$ cat src/hdl/vtb_pkg.sv
// Package for the vario tone and beep controller: codes, widths, config type and constants.
package vtb_pkg;

  localparam int VARIO_W = 14;
  localparam int VAL_W   = 15;
  localparam int TICK_W  = 16;
  localparam int VOL_W   = 7;
  localparam int IDX_W   = 6;

  localparam logic [1:0] REQ_SAMPLE = 2'd0;
  localparam logic [1:0] REQ_TICK   = 2'd1;
  localparam logic [1:0] REQ_WRITE  = 2'd2;

  localparam logic [1:0] SEL_FREQ   = 2'd0;
  localparam logic [1:0] SEL_LENGTH = 2'd1;
  localparam logic [1:0] SEL_PAUSE  = 2'd2;

  localparam logic [1:0] REG_LIFT   = 2'd0;
  localparam logic [1:0] REG_SINK   = 2'd1;
  localparam logic [1:0] REG_VOLUME = 2'd2;
  localparam logic [1:0] REG_FLUID  = 2'd3;

  localparam int APB_ADDR_W = 4;

  // climb rate biased to a non-negative multiple-of-50 offset: 8200 = 50 * 164
  localparam int VARIO_BIAS = 8200;
  localparam int Q_BIAS     = 164;
  localparam int RECIP50    = 20972;   // ceil(2^20 / 50)
  localparam int RECIP50_SH = 20;
  localparam int RECIP10    = 419431;  // ceil(2^22 / 10)
  localparam int RECIP10_SH = 22;
  localparam int TENTHS_MAX = 10;

  typedef struct packed {
    logic signed [VARIO_W-1:0] lift_threshold;
    logic signed [VARIO_W-1:0] sink_threshold;
    logic        [VOL_W-1:0]   volume;
    logic                      fluid_update;
  } cfg_t;

endpackage

$ cat src/hdl/vtb_cfg.sv
// APB configuration registers of the vario tone and beep controller.
module vtb_cfg (
  input  logic                           clk,
  input  logic                           rst,
  input  logic                           psel,
  input  logic                           penable,
  input  logic                           pwrite,
  input  logic [vtb_pkg::APB_ADDR_W-1:0] paddr,
  input  logic [31:0]                    pwdata,
  output logic [31:0]                    prdata,
  output logic                           pready,
  output vtb_pkg::cfg_t                  cfg
);
  import vtb_pkg::*;

  logic       wr;
  logic [1:0] reg_sel;

  assign pready  = 1'b1;
  assign wr      = psel && penable && pwrite;
  assign reg_sel = paddr[3:2];

  always_ff @(posedge clk) begin
    if (rst) begin
      cfg.lift_threshold <= 14'sd10;
      cfg.sink_threshold <= -14'sd200;
      cfg.volume         <= 7'd50;
      cfg.fluid_update   <= 1'b0;
    end else if (wr) begin
      case (reg_sel)
        REG_LIFT:   cfg.lift_threshold <= pwdata[VARIO_W-1:0];
        REG_SINK:   cfg.sink_threshold <= pwdata[VARIO_W-1:0];
        REG_VOLUME: cfg.volume         <= pwdata[VOL_W-1:0];
        REG_FLUID:  cfg.fluid_update   <= pwdata[0];
        default: ;
      endcase
    end
  end

  always_comb begin
    case (reg_sel)
      REG_LIFT:   prdata = 32'(cfg.lift_threshold);
      REG_SINK:   prdata = 32'(cfg.sink_threshold);
      REG_VOLUME: prdata = {25'b0, cfg.volume};
      REG_FLUID:  prdata = {31'b0, cfg.fluid_update};
      default:    prdata = 32'b0;
    endcase
  end

endmodule

$ cat config.mk
export PLATFORM = sky130hd
export DESIGN_NAME = vtb_cfg
export DESIGN_NICKNAME = d
export VERILOG_FILES = /design/src/hdl/vtb_pkg.sv /design/src/hdl/vtb_cfg.sv
export SDC_FILE = /design/constraint.sdc
export NUM_CORES = 1
export LEC_CHECK = 0
export ABC_AREA = 0
export ABC_CLOCK_PERIOD_IN_PS = 2900
export BUFFER_PORTS_ARGS = -buffer_cell sky130_fd_sc_hd__buf_2
export CORE_ASPECT_RATIO = 1.4
export CORE_MARGIN = 10
export CORE_UTILIZATION = 45
export CTS_BUF_LIST = sky130_fd_sc_hd__clkbuf_4 sky130_fd_sc_hd__clkbuf_8
export DETAILED_ROUTE_END_ITERATION = 7
export GPL_TIMING_DRIVEN = 0
export PLACE_DENSITY = 0.82
export SYNTH_ARGS = -nofsm -noshare
export SYNTH_HDL_FRONTEND = slang
export SYNTH_SLANG_ARGS = --single-unit
$ cat constraint.sdc
create_clock -name clk -period 2.9 [get_ports clk]
set_input_delay 0.58 -clock clk [delete_from_list [all_inputs] [get_ports clk]]
set_output_delay 0.58 -clock clk [all_outputs]
set_load 0.02 [all_outputs]
==> flow_results.org, run 1 <==
** Cells and area
- # fillers :: 379
- 0 antenna diodes ended up in the layout.
- Final net count :: 344
- Biggest register :: cfg
- Synthesis-to-finish area growth :: 31.2%
- With fillers left out, the area of the finished cells amounts to 2510 µm².
- Flip-flop count of the largest register after layout :: 36
- Ratio of cells with drive above 1 in the final layout :: 42.1%
- In the final layout, the registers with the most flip-flops are cfg: 36 flops.
- Final non-filler cell total :: 349

** Setup path
- The critical path goes through buf_2, buf_2, clkbuf_1, nor2_2, buf_4, buf_2.
- Kind of end point of the critical path :: output port
- Arrival time at the worst endpoint :: 2.12 ns
- Largest stage delay, worst path :: 0.59 ns
- Required time of the worst setup path :: 2.32 ns
- Crit-path leading delay family :: buffers and inverters
- Worst reg-to-reg path cell count :: 2
- Crit path depth :: 6
- Along the worst path, the maximum fanout reaches 19.
- Category of the most critical setup path :: in -> out
- Cell repeated most along the worst path :: sky130_fd_sc_hd__buf_2
- Startpoint type of the worst setup path :: primary input
- Among all stages on the critical path, the largest delay is contributed by sky130_fd_sc_hd__nor2_2.
- Crit path buffers/inverters :: 5

** Pwr
- Internal power comes to 796 µW.
- For this design the total switching power over the nets is 287 µW.
- Share of power burned in registers :: 46.7%
- The share of total power dissipated in the clock network is 35.1%.
- Peak supply drop :: 346 µV
- Summed over all cells, the static leakage comes to 1.25 nW.
- Net switching is 26.5% of the power.
- Gate power share :: 18.2%
- Overall power consumption after layout is estimated at 1.08 mW.
- For this design the ratio of total power to cell area is 432 nW/µm².

** STA
- In the finished design, the share of the clock period the worst path needs comes to 92.9%.
- Counting I/O delays and the setup requirement, the final critical path takes 2.70 ns.
- Slew of the pin with the lowest slew margin :: 0.622 ns
- Setup repair after global routing missed its margin :: no
- Setup violations remaining at the end of the flow were counted as 0.
- The worst pin sits at a relative slew slack of 58.5%.
- Pins over their slew limit :: 0
- Max Freq :: 371 MHz
- The clock arrives with 0 ns of skew.
- The number of failing hold endpoints at the final stage came to 0.

** Global routing
- Remaining global-route overflow :: 0
- The first global-routing pass estimated 8450 µm of wire.
- Global routing used 14.8% of the available tracks across all layers.
- Initial antenna violation count :: 0
- Via count of the first global-routing pass :: 1690
- Entering global routing, the biggest net connects 20 pins.

** Detailed routing
- 1st-pass router iterations :: 4
- Number of vias per cell :: 4.83
- After detailed routing, the total wire length is 5510 µm.
- The first routing iteration left 60 violations.
- # DRC :: 0
- The routed layout has 1686 vias.
- Antenna violation net count after detailed routing :: 0
- In the final routed layout, each cell accounts on average for 15.8 µm.

** Place
- At the end of routability-driven placement, the weighted congestion stood at 0.766.
- Once placement completed, the tool counted placed cells totaling 341.
- Placed inst area :: 2410 µm²
- Number of input and output port buffers inserted :: 88
- Post-DP HPWL :: 4270 µm

** Status
- Run status :: completed

** Synthesis
- Synthesized-area fraction occupied by ao, oa, aoi and oai cells :: 2.88%
- Adder-cell share of the synthesized area :: 0%
- In this run, distinct cell masters in the synthesized netlist total 23.
- Summing the areas of all xor and xnor instances in the mapped netlist gives 0% of the synthesized area.
- The average instance in the mapped netlist occupies 9.20 µm².
- Post-Synthesis Cell Area :: 1910 µm²
- Proportion of synthesized chip area in sequential cells :: 37.7%
- By area, the combinational part of the netlist is dominated by multiplexers.
- Post-Syn Instances :: 208
- Count of synthesis-stage warnings from yosys :: 0
- Counting every net in the synthesized netlist gives 249.
- Multiplexer area fraction after synthesis :: 25.8%
- After synthesis the netlist holds a flip-flop and latch count of 36.
- After Yosys synthesis, and, or, nand and nor cells account for 21.9% of the synthesized area.

** Floorplanning
- From left edge to right edge, the die measures 75.1 µm.
- The die covers 7300 µm².
- For this configuration, the core starts out at a cell density of 45.9%.
- I/O Pins :: 110
- Measured along the y axis, the die boundary spans 97.1 µm.
- Area of the placeable core :: 4170 µm²
- The initialized floorplan defines 28 standard-cell rows.

** Clock network
- The later pin in the worst-skew pair is clocked with a latency of 0.28 ns.
- Buffers inserted during clock tree synthesis total 5.
- The clock passes through at most 2 buffers.
- TritonCTS built the clock tree.
- In this run the clock root is driven by a sky130_fd_sc_hd__clkbuf_8.
- The H-tree generated during clock tree synthesis spans 2 levels.
- For this design, the sink count on the clock tree is 36.
- Clock-pin slew was measured on the worst setup and hold paths at 0.07 ns.

** Flow run
- Number of maximum-capacitance violations :: 0

** Worst hold path
- The path class of the tightest hold or removal check is reg -> reg.
- Worst hold path cell count :: 2
==> power groups by stage <==
stage	Sequential (mW)	Combinational, mW	Clock [mW]
2_1_floorplan	0.524	0.124	0
3_3_place_gp	0.516	0.198	0
3_5_place_dp	0.517	0.199	0
4_1_cts	0.505	0.200	0.389
5_1_grt	0.506	0.213	0.407
6_report	0.506	0.197	0.381
==> routing by layer <==
metal | routed length, µm | up-vias | GRT usage (%)
met5 | 0 | - | 0
met4 | 70 | 0 | 4.68
li1 | - | 852 | -
met3 | 565 | 5 | 5.21
met1 | 2110 | 770 | 15.2
met2 | 2770 | 59 | 26.5
==> synth_stat cells <==
| library cell | count | share of area, % |
|---|---|---|
| sky130_fd_sc_hd__o21ai_0 | 7 | 1.8 |
| sky130_fd_sc_hd__conb_1 | 1 | 0.20 |
| sky130_fd_sc_hd__nor2b_1 | 1 | 0.33 |
| sky130_fd_sc_hd__a21bo_2 | 1 | 0.52 |
| sky130_fd_sc_hd__buf_4 | 21 | 8.2 |
| sky130_fd_sc_hd__and3_1 | 1 | 0.33 |
| sky130_fd_sc_hd__nor3b_4 | 1 | 0.98 |
| sky130_fd_sc_hd__nand3_1 | 1 | 0.26 |
| sky130_fd_sc_hd__buf_6 | 2 | 1.2 |
| sky130_fd_sc_hd__mux4_2 | 1 | 1.2 |
| sky130_fd_sc_hd__mux2i_1 | 47 | 25 |
| sky130_fd_sc_hd__dfxtp_1 | 36 | 38 |
| sky130_fd_sc_hd__or3_1 | 1 | 0.33 |
| sky130_fd_sc_hd__nand2_2 | 1 | 0.33 |
| sky130_fd_sc_hd__a21oi_1 | 2 | 0.52 |
| sky130_fd_sc_hd__nor2_1 | 31 | 6.1 |
| sky130_fd_sc_hd__nor3_1 | 1 | 0.26 |
| sky130_fd_sc_hd__nand3_2 | 1 | 0.52 |
| sky130_fd_sc_hd__nand4_1 | 1 | 0.33 |
| sky130_fd_sc_hd__buf_2 | 3 | 0.78 |
| sky130_fd_sc_hd__nand2_1 | 7 | 1.4 |
| sky130_fd_sc_hd__nand2b_1 | 33 | 11 |
| sky130_fd_sc_hd__clkbuf_1 | 7 | 1.4 |
==> cell usage in the layout (no fill, tap or decap) <==
cell,n
sky130_fd_sc_hd__buf_2,91
sky130_fd_sc_hd__o21ai_0,7
sky130_fd_sc_hd__nand2_1,7
sky130_fd_sc_hd__nand2_2,1
sky130_fd_sc_hd__a21bo_2,1
sky130_fd_sc_hd__and3_1,1
sky130_fd_sc_hd__nor3b_4,1
sky130_fd_sc_hd__clkbuf_1,7
sky130_fd_sc_hd__nand4_1,1
sky130_fd_sc_hd__conb_1,1
sky130_fd_sc_hd__nor2_2,1
sky130_fd_sc_hd__clkbuf_4,2
sky130_fd_sc_hd__nand2b_1,33
sky130_fd_sc_hd__nor2b_1,1
sky130_fd_sc_hd__or3_1,1
sky130_fd_sc_hd__dfxtp_1,36
sky130_fd_sc_hd__buf_4,21
sky130_fd_sc_hd__nand3_1,1
sky130_fd_sc_hd__mux4_2,1
sky130_fd_sc_hd__nor3_1,1
sky130_fd_sc_hd__a21oi_1,2
sky130_fd_sc_hd__mux2i_1,47
sky130_fd_sc_hd__nand3_2,1
sky130_fd_sc_hd__clkbuf_8,6
sky130_fd_sc_hd__buf_6,2
sky130_fd_sc_hd__nor2_1,30
==> layout make-up <==
type                            count  area, µm²  share of cell area, %
Buffer                             33        221                   8.82
Clock buffer                        8       97.6                   3.89
Multi-Input combinational cell    139        973                   38.8
Sequential cell                    36        721                   28.7
Tap cell                           45       56.3                   2.24
Timing Repair Buffer               88        440                   17.5
==> cell families after synthesis <==
kind of cell	Yosys count
and+or+nand+nor	80
muxes	48
DFF	36
buffers and inverters	33
AOI/OAI and AO/OA	10
other	1
==> worst reg2reg max path, delay by kind of cell (launching register included) <==
kind | cells | cell delay, ns
AOI/OAI and AO/OA | 2 | 0.34
DFF | 1 | 0.34
==> what timing repair did <==
item	CTS	global route
resized for setup	1	0
setup endpoints to repair	19	0
hold buffers	0	0
buffers inserted	0	0
hold endpoints to repair	0	0
==> through the flow <==
step	worst slack, ns	util, %	TNS, ns	hold WS, ns
global route	0.0655	60.2	0	0.518
CTS	0.154	60.2	0	0.489
detailed placement	-0.139	57.8	-2.45	0.479
finish	0.205	60.2	0	0.486
global placement	-0.0490	57.8	-0.860	0.471
floorplan	0.183	-	0	0.555
==> worst paths after layout <==
path / startpoint / endpoint / slack (ns)
setup reg to reg: cfg[4] / cfg[4] / 2.16
hold / removal: cfg[31] / cfg[31] / 0.49
hold reg to reg: cfg[31] / cfg[31] / 0.49
setup / recovery: paddr[3] / prdata[29] / 0.20
No activity file was read; power rests on OpenSTA's default activity.
==> run 2, diff against run 1 <==
--- a/config.mk
+++ b/config.mk
@@ -8,13 +8,15 @@
 export ABC_AREA = 0
 export ABC_CLOCK_PERIOD_IN_PS = 2900
 export BUFFER_PORTS_ARGS = -buffer_cell sky130_fd_sc_hd__buf_2
+export CELL_PAD_IN_SITES_DETAIL_PLACEMENT = 1
+export CELL_PAD_IN_SITES_GLOBAL_PLACEMENT = 2
 export CORE_ASPECT_RATIO = 1.4
 export CORE_MARGIN = 10
-export CORE_UTILIZATION = 45
+export CORE_UTILIZATION = 25
 export CTS_BUF_LIST = sky130_fd_sc_hd__clkbuf_4 sky130_fd_sc_hd__clkbuf_8
 export DETAILED_ROUTE_END_ITERATION = 7
 export GPL_TIMING_DRIVEN = 0
-export PLACE_DENSITY = 0.82
+export PLACE_DENSITY_LB_ADDON = 0.1
 export SYNTH_ARGS = -nofsm -noshare
 export SYNTH_HDL_FRONTEND = slang
 export SYNTH_SLANG_ARGS = --single-unit
==> flow_results.org, run 2 (synthesis results as in run 1) <==
** Floorplanning
- The effective utilization at floorplan is 25.8% (-20 points).
- The die footprint is 11600 µm² (+59%).
- Overall die height :: 124 µm (+27%)
- The overall die width came to 93.9 µm (+25%).
- The placement row count was 37 (+32%).
- The area of the core was 7410 µm² (+78%).
- The number of ports placed on the die boundary was 110 (unchanged).

** Setup path
- The data arrival at the endpoint of the critical path is 2.06 ns (-0.06 ns).
- Required time of the worst setup path :: 2.32 ns (about the same)
- Kind of end point of the critical path :: output port
- The top fanout value on the critical path came to 19 (unchanged).
- Startpoint type of the worst setup path :: primary input
- The length in cells of the worst reg-to-reg path was 2 (unchanged).
- The critical path is of the in -> out type.

** Place
- The last weighted congestion value of the routability-driven placer came to 0.675 (-12%).
- The number of buffer cells added on primary ports is 88 (unchanged).
- Placed inst area :: 2470 µm² (+2.7%)
- Post-DP HPWL :: 5240 µm (+23%)

** Detailed routing
- The count of routing violations after the opening detailed-route iteration came to 31 (-48%).
- Number of vias per cell :: 4.30 (-11%)
- The total wire length came to 6880 µm (+25%).
- The number of optimization iterations in the first detailed-route pass was 4 (unchanged).
- Number of vias in the routed layout :: 1724 (+2.3%)
- Average detailed-routed wire length per instance :: 17.2 µm (+8.7%)
- Antenna violation net count after detailed routing :: 0 (unchanged)
- The number of DRC violations after detailed routing is 0 (unchanged).

** Clock network
- TritonCTS Sinks :: 36 (unchanged)
- The maximum count of clock buffers along a single path came to 2 (unchanged).
- The total clock buffers created by CTS was 5 (unchanged).
- The tree is rooted in a sky130_fd_sc_hd__clkbuf_8.
- The number of hold buffers added after CTS came to 0 (unchanged).
- The clock-pin slew reported for the worst setup and hold paths after clock tree synthesis was 0.07 ns (about the same).
- The H-tree depth is 2 (unchanged).
- TritonCTS clock tree :: built
- The insertion delay of the later-clocked pin in the worst-skew pair is 0.29 ns (about the same).
- The post-CTS setup buffer count is 0 (unchanged).

** Global routing
- Via count of the first global-routing pass :: 1903 (+13%)
- The first-pass GRT wire length came to 10800 µm (+28%).
- Pin count of the biggest net entering global routing :: 20 (unchanged)
- The initial antenna violation count was 0 (unchanged).
- The overflow left after global routing is 0 (unchanged).
- Total Routing Usage GR :: 12.0% (-2.8 points)

** Pwr
- Leak Pwr :: 1.26 nW (+0.56%)
- The power density over the cells is 451 nW/µm² (+4.4%).
- The maximum ir drop on the vdd rail is 146 µV (-58%).

** Cells and area
- Multi-input gate area :: 978 µm² (+0.51%)
- Biggest register :: cfg
- Leaving out fill and tap cells, the most frequent cell in the layout is sky130_fd_sc_hd__buf_2.
- ANT cells :: 0 (unchanged)
- The final core utilization is 35.0% (-25 points).
- The largest registers in the layout are cfg: 36 flops.
- Leaving out fill and tap cells, the most frequent cells in the layout are sky130_fd_sc_hd__buf_2, sky130_fd_sc_hd__mux2i_1, sky130_fd_sc_hd__dfxtp_1.
- # fillers :: 926 (+140%)
- Synthesis-to-finish area growth :: 35.6%
- Register Area :: 721 µm² (unchanged)
- Final instance area :: 2590 µm² (+3.3%)
- Final net count :: 344 (unchanged)
- Ratio of cells with drive above 1 in the final layout :: 42.1% (unchanged)
- Flip-flop count of the largest register after layout :: 36 (unchanged)

** Worst hold path
- Worst hold path cell count :: 2 (unchanged)
- Worst min-delay path class :: reg -> reg

** STA
- Max Freq :: 379 MHz (+2.2%)
- Min Clock Period, post-route :: 2.64 ns (-0.0572 ns)
- The largest clock skew in the final design was 0 ns (unchanged).
- The final setup violation count was 0 (unchanged).
- The part of the cycle the worst path needs came to 91.0% (-2.0 points).
- The total count of max-transition violations in the final report was 0 (unchanged).
- The hold slack came to 0.493 ns (+0.00722 ns).
- The transition time at the pin with the least slew margin is 0.738 ns (+0.116 ns).
- Total count of hold-check failures in the final report :: 0 (unchanged)
- Setup repair after global routing left no endpoint under its margin.
- The worst slew margin relative to its limit is 50.8% (-7.7 points).

** Status
- The flow ran to the end, and the final reports show no timing, DRC or antenna violations.

** Flow run
- The count of maximum capacitance violations is 0 (unchanged).
[run 2: final timing paths]
kind,startpoint,endpoint,slack (ns)
setup / recovery,paddr[3],prdata[26],0.26
hold / removal,cfg[33],cfg[33],0.49
setup reg to reg,cfg[4],cfg[4],2.14
hold reg to reg,cfg[33],cfg[33],0.49
[run 2: through the flow]
stage	total power, mW	cells	setup slack (ns)	TNS, ns
after detailed placement	0.726	393	-0.298	-5.39
after floorplan	0.648	208	0.183	0
after global routing	1.22	401	0.144	0
final	1.17	401	0.262	0
after CTS	1.19	401	0.00597	0
after global placement	0.724	393	-0.245	-4.46
[run 2: per-layer routing]
metal / part of all wire (%) / global-route usage (%)
met1: 39 / 12.7
met2: 54 / 22.6
met3: 5.5 / 3.58
met4: 1.0 / 2.86
met5: 0 / 0
[run 2: cell type report]
class,count,area share (%)
flip-flops and latches,36,27.8
clock buffers,6,2.94
plain buffers,33,8.54
repair buffers,88,17.0
multi-input cells,139,37.7
well taps,97,4.68
clock inverters,2,1.35
[run 2: what timing repair did]
item / 4_1_cts / 5_1_grt
hold endpoints to repair: 0 / 0
endpoints found under the setup margin: 19 / 18
gates resized for setup: 1 / 1
[run 2: where the power goes]
part / internal (mW) / switching (mW)
registers: 0.500 / 0.00509
clock network: 0.265 / 0.195
logic: 0.0831 / 0.121
[run 2: critical path: stages]
cell                       delay, ns
sky130_fd_sc_hd__buf_2          0.08
sky130_fd_sc_hd__buf_2          0.23
sky130_fd_sc_hd__clkbuf_1       0.60
sky130_fd_sc_hd__nor2_4         0.21
sky130_fd_sc_hd__buf_4          0.19
sky130_fd_sc_hd__buf_2          0.15
